--- src/rtl/dtc_pkg.sv ---
`timescale 1ns / 1ps
`default_nettype none
package dtc_pkg;
	localparam int MAX_NODES = 16384;
	localparam int MAX_EDGES = 65536;
	localparam int NODE_W    = 14;
	localparam int EIDX_W    = 16;
	localparam int ECNT_W    = 17;
	localparam int ROW_AW    = 15;
	localparam int TOT_W     = 40;
	localparam logic [TOT_W-1:0] TOTAL_MAX = {TOT_W{1'b1}};

	localparam logic [1:0] OP_ROW   = 2'd0;
	localparam logic [1:0] OP_EDGE  = 2'd1;
	localparam logic [1:0] OP_COUNT = 2'd2;

	typedef enum logic [1:0] {K_ROW, K_EDGE, K_COUNT} kind_t;

	typedef struct packed {
		kind_t               kind;
		logic [EIDX_W-1:0]   slot;
		logic [ECNT_W-1:0]   value;
		logic [NODE_W-1:0]   src;
		logic [NODE_W-1:0]   dst;
	} cmd_t;

	typedef enum logic [3:0] {
		ST_IDLE, ST_EDGE, ST_ROWU, ST_ROWV, ST_BND, ST_MRD, ST_MCMP, ST_NEXT, ST_DONE
	} state_t;

	function automatic logic [ECNT_W-1:0] clamp_idx(input logic [ECNT_W-1:0] x);
		return (x > ECNT_W'(MAX_EDGES)) ? ECNT_W'(MAX_EDGES) : x;
	endfunction
endpackage
`default_nettype wire

--- src/rtl/dtc_front.sv ---
`timescale 1ns / 1ps
`default_nettype none
module dtc_front (
	input  wire logic                  clk,
	input  wire logic                  arst_n,
	input  wire logic                  push,
	output logic                       full,
	input  wire logic [1:0]            op,
	input  wire logic [15:0]           slot,
	input  wire logic [16:0]           offset_value,
	input  wire logic [13:0]           edge_src,
	input  wire logic [13:0]           edge_dst,
	input  wire logic [16:0]           edge_count,
	output logic                       q_valid,
	output dtc_pkg::cmd_t              q_cmd,
	input  wire logic                  q_take
);
	import dtc_pkg::*;

	cmd_t       fifo_q [2];
	logic       wp_q, rp_q;
	logic [1:0] cnt_q;
	cmd_t       cmd_w;
	logic       keep_w, enq_w, deq_w;

	always_comb begin
		cmd_w.slot  = slot;
		cmd_w.src   = edge_src;
		cmd_w.dst   = edge_dst;
		cmd_w.kind  = K_ROW;
		cmd_w.value = offset_value;
		keep_w      = 1'b0;
		case (op)
			OP_ROW: begin
				keep_w = (ECNT_W'(slot) <= ECNT_W'(MAX_NODES));
			end
			OP_EDGE: begin
				cmd_w.kind = K_EDGE;
				keep_w     = 1'b1;
			end
			OP_COUNT: begin
				cmd_w.kind  = K_COUNT;
				cmd_w.value = clamp_idx(edge_count);
				keep_w      = 1'b1;
			end
			default: keep_w = 1'b0;
		endcase
	end

	assign full    = (cnt_q == 2'd2);
	assign q_valid = (cnt_q != 2'd0);
	assign q_cmd   = fifo_q[rp_q];
	assign enq_w   = push && !full && keep_w;
	assign deq_w   = q_take && q_valid;

	always_ff @(posedge clk) begin
		if (enq_w) begin
			fifo_q[wp_q] <= cmd_w;
		end
	end

	always_ff @(posedge clk or negedge arst_n) begin
		if (!arst_n) begin
			wp_q  <= 1'b0;
			rp_q  <= 1'b0;
			cnt_q <= 2'd0;
		end else begin
			if (enq_w) begin
				wp_q <= !wp_q;
			end
			if (deq_w) begin
				rp_q <= !rp_q;
			end
			cnt_q <= cnt_q + 2'(enq_w) - 2'(deq_w);
		end
	end
endmodule
`default_nettype wire

--- config.mk ---
export PLATFORM = sky130hd
export DESIGN_NAME = dtc_front
export DESIGN_NICKNAME = d
export VERILOG_FILES = /design/src/rtl/dtc_pkg.sv /design/src/rtl/dtc_front.sv
export SDC_FILE = /design/constraint.sdc
export NUM_CORES = 1
export LEC_CHECK = 0
export BUFFER_PORTS_ARGS = -buffer_cell sky130_fd_sc_hd__buf_2
export CAP_MARGIN = 20
export CELL_PAD_IN_SITES_DETAIL_PLACEMENT = 0
export CELL_PAD_IN_SITES_GLOBAL_PLACEMENT = 1
export CORE_MARGIN = 8
export CORE_UTILIZATION = 35
export CTS_BUF_LIST = sky130_fd_sc_hd__clkbuf_2
export CTS_CLUSTER_SIZE = 20
export DETAILED_ROUTE_END_ITERATION = 8
export PLACE_DENSITY = 0.75
export SYNTH_ARGS = -nofsm -noshare
export SYNTH_HDL_FRONTEND = slang
export SYNTH_SLANG_ARGS = --single-unit
--- constraint.sdc ---
create_clock -name clk -period 5.6 [get_ports clk]
set_clock_uncertainty 0.1 [all_clocks]
set_input_delay 1.12 -clock clk [delete_from_list [all_inputs] [get_ports clk]]
set_output_delay 1.12 -clock clk [all_outputs]
set_load 0.005 [all_outputs]
==> results.cfg <==
[placed_design]
place_congestion = 0.713
dp_hpwl_mm = 7.45
numPortBuffers = 148

[routing]
final_antenna_net_count = 0
wl_per_cell_um = 17.0
routed.top_layer = met4
drt_iter0_markers = 129
met1_length_mm = 3.89
post-route-drc-count = 0
vias_per_cell = 4.71
vias = 2899
wl_met3_um = 904
postRouteWirelength_mm = 10.5
first_pass_iters = 4
wl_met2_mm = 5.53

[setup_path]
path_max_fanout = 38
worstPathArrival_ns = 2.57
cp.required_ns = 4.38
r2r_cells = 5
timing.rr.start = cnt_q[1]
startpoint = rp_q
r2r-end = fifo_q[1][33]
slowest_delay_ns = 0.80
cp_slowest_cell = dfrtp_2
reg2reg_setup_slack_ns = 3.10
path_cells = buf_4 -> mux2_2 -> buf_2
critPathKind = reg2out
cp-end-kind = output port
crit_end = q_cmd[12]
start_kind = register

[timing]
fin_crit_sh_pct = 67.6
hold_viol_final = 0
tns_ns = 0
min_period_ns = 3.79
clock.fmax_ghz = 0.264
max-slew-margin-rel_pct = 44.1
worstMarginPinSlew_ns = 0.838
drv_slew = 0
rsz0062_at_grt = no
setup_violations = 0
whs_ns = 0.116

[cells_and_area]
syn_to_final_growth_pct = 24.5
nets = 510
final_common_cell = buf_2
drive_above_1_share_pct = 60.9
antenna_cells = 0
final_cell_mix = buf_2, edfxtp_1, mux2_2

[clock_tree]
clockBufferDepth = 2
clock_sinks = 130
htreeDepth = 4
cts_root_buf = clkbuf_2
cts_tree = built
clock_latency_ns = 0.67
cts_inserted_buffers = 17
cts_hold_buf = 0
path_clk_slew_ns = 0.18
post_cts_buffers = 0
cts-resized-gates = 0

[synth]
synth_seq_cells = 130
async_reset_ff_share_pct = 3.08
muxShareOfSynthArea_pct = 14.2
syn_inst = 258
ys_types = 24
yosysWarningCount = 0
synth_area_sq_um = 5090
synth_edf_count = 126
yosys.area_share.simple_pct = 1.87
synth_top_family_by_area = multiplexers
ys_seq_area_share_pct = 76.3
synth-xor-area-share_pct = 0.688
avgSynthCellArea_sq_um = 19.7
synth_adder_area_share_pct = 1.72
ys.flop_type = edfxtp_1
synthesis.nets = 349
synth_compound_area_share_pct = 3.71

[die]
boundaryPins = 149
start_util_pct = 35.4
row_count = 44
fp.dieArea_sq_um = 18700
die_w_um = 137
coreArea_sq_um = 14400
chipHeight_um = 137

[grt]
grt_usage_pct = 11.5
grt_start_max_net_pins = 64
grt_remaining_overflow = 0
grt_pass1_vias = 3247
grt_pass1_wl_mm = 16.1
antenna_found_initial = 0

[pwr]
ir_drop_v = 0.000192
p_leak_nw = 2.41
powerDensity_nw_per_um2 = 397

[status]
outcome = finished clean

[worst_hold_path]
min_path_type = in2async

[run]
drv_cap = 0
state kept, by name (all words and copies together) (netlist names):
register,count
fifo_q,126
cnt_q,2
rp_q,1
wp_q,1
routing by layer:
layer,global-route usage [%],up-vias
met4,4.64,0
li1,-,1351
met1,11.9,1434
met2,19.9,102
met3,5.25,12
met5,0,-
final cells by class:
type / count / area (sq um)
clock buffers: 19 / 95.1
clock inverters: 13 / 189
fillers: 1295 / 8030
inverters: 8 / 30.0
multi-input cells: 111 / 1140
flip-flops and latches: 130 / 3880
well taps: 184 / 230
repair buffers: 151 / 763
per-stage QoR:
| stage | power, mW | util, % | cell area [sq um] | instances | setup slack, ns |
|---|---|---|---|---|---|
| after CTS | 2.57 | 44.1 | 6330 | 616 | 1.63 |
| after global routing | 2.66 | 44.1 | 6330 | 616 | 1.53 |
| after global placement | 1.90 | 42.1 | 6050 | 584 | 2.03 |
| final | 2.52 | 44.1 | 6330 | 616 | 1.81 |
| after floorplan | 1.63 | - | 5090 | 258 | 0.635 |
| after detailed placement | 1.91 | 42.1 | 6050 | 584 | 2.02 |
synth_stat cells (all sizes together) (2+ instances only):
| cell type | n | area (sq um) |
|---|---|---|
| xnor2 | 3 | 26.3 |
| ha | 7 | 87.6 |
| buf | 7 | 41.3 |
| inv | 8 | 30.0 |
| mux2 | 64 | 721 |
| edfxtp | 126 | 3780 |
| nor2 | 3 | 11.3 |
| dfrtp | 4 | 100 |
| a22o | 15 | 150 |
| clkbuf | 2 | 7.51 |
| nor4 | 7 | 43.8 |
where the power goes:
part / internal, mW / total (mW) / switching, mW / leakage (nW)
Clock: 0.336 / 0.651 / 0.316 / 0.172
Sequential: 1.18 / 1.24 / 0.0642 / 1.19
Combinational: 0.341 / 0.623 / 0.282 / 1.05
Total: 1.85 / 2.52 / 0.662 / 2.41
cells by family after synthesis:
family	count (synthesis)
buffers and inverters	17
adder cells (fa/ha/maj)	7
multiplexers	64
flip-flops	130
XOR/XNOR	4
AO/OA/AOI/OAI	20
AND/OR/NAND/NOR	16
worst max-delay path, delay by kind of cell, from the launching register on:
kind,cells,cell delay [ns]
mux,1,0.40
flops,1,0.80
buf+inv,2,0.69
how the worst min path moves through the flow:
stage / startpoint / endpoint / slack, ns / cells after the start
floorplan: cnt_q[1] / cnt_q[1] / 0.35 / 1
global placement: cnt_q[1] / cnt_q[1] / 0.37 / 1
detailed placement: cnt_q[1] / cnt_q[1] / 0.40 / 1
CTS: arst_n / cnt_q[0] / 0.007 / 1
global route: arst_n / cnt_q[0] / 0.008 / 1
finish: arst_n / cnt_q[0] / 0.12 / 1
Note: power is estimated with default switching activity, not from simulation.
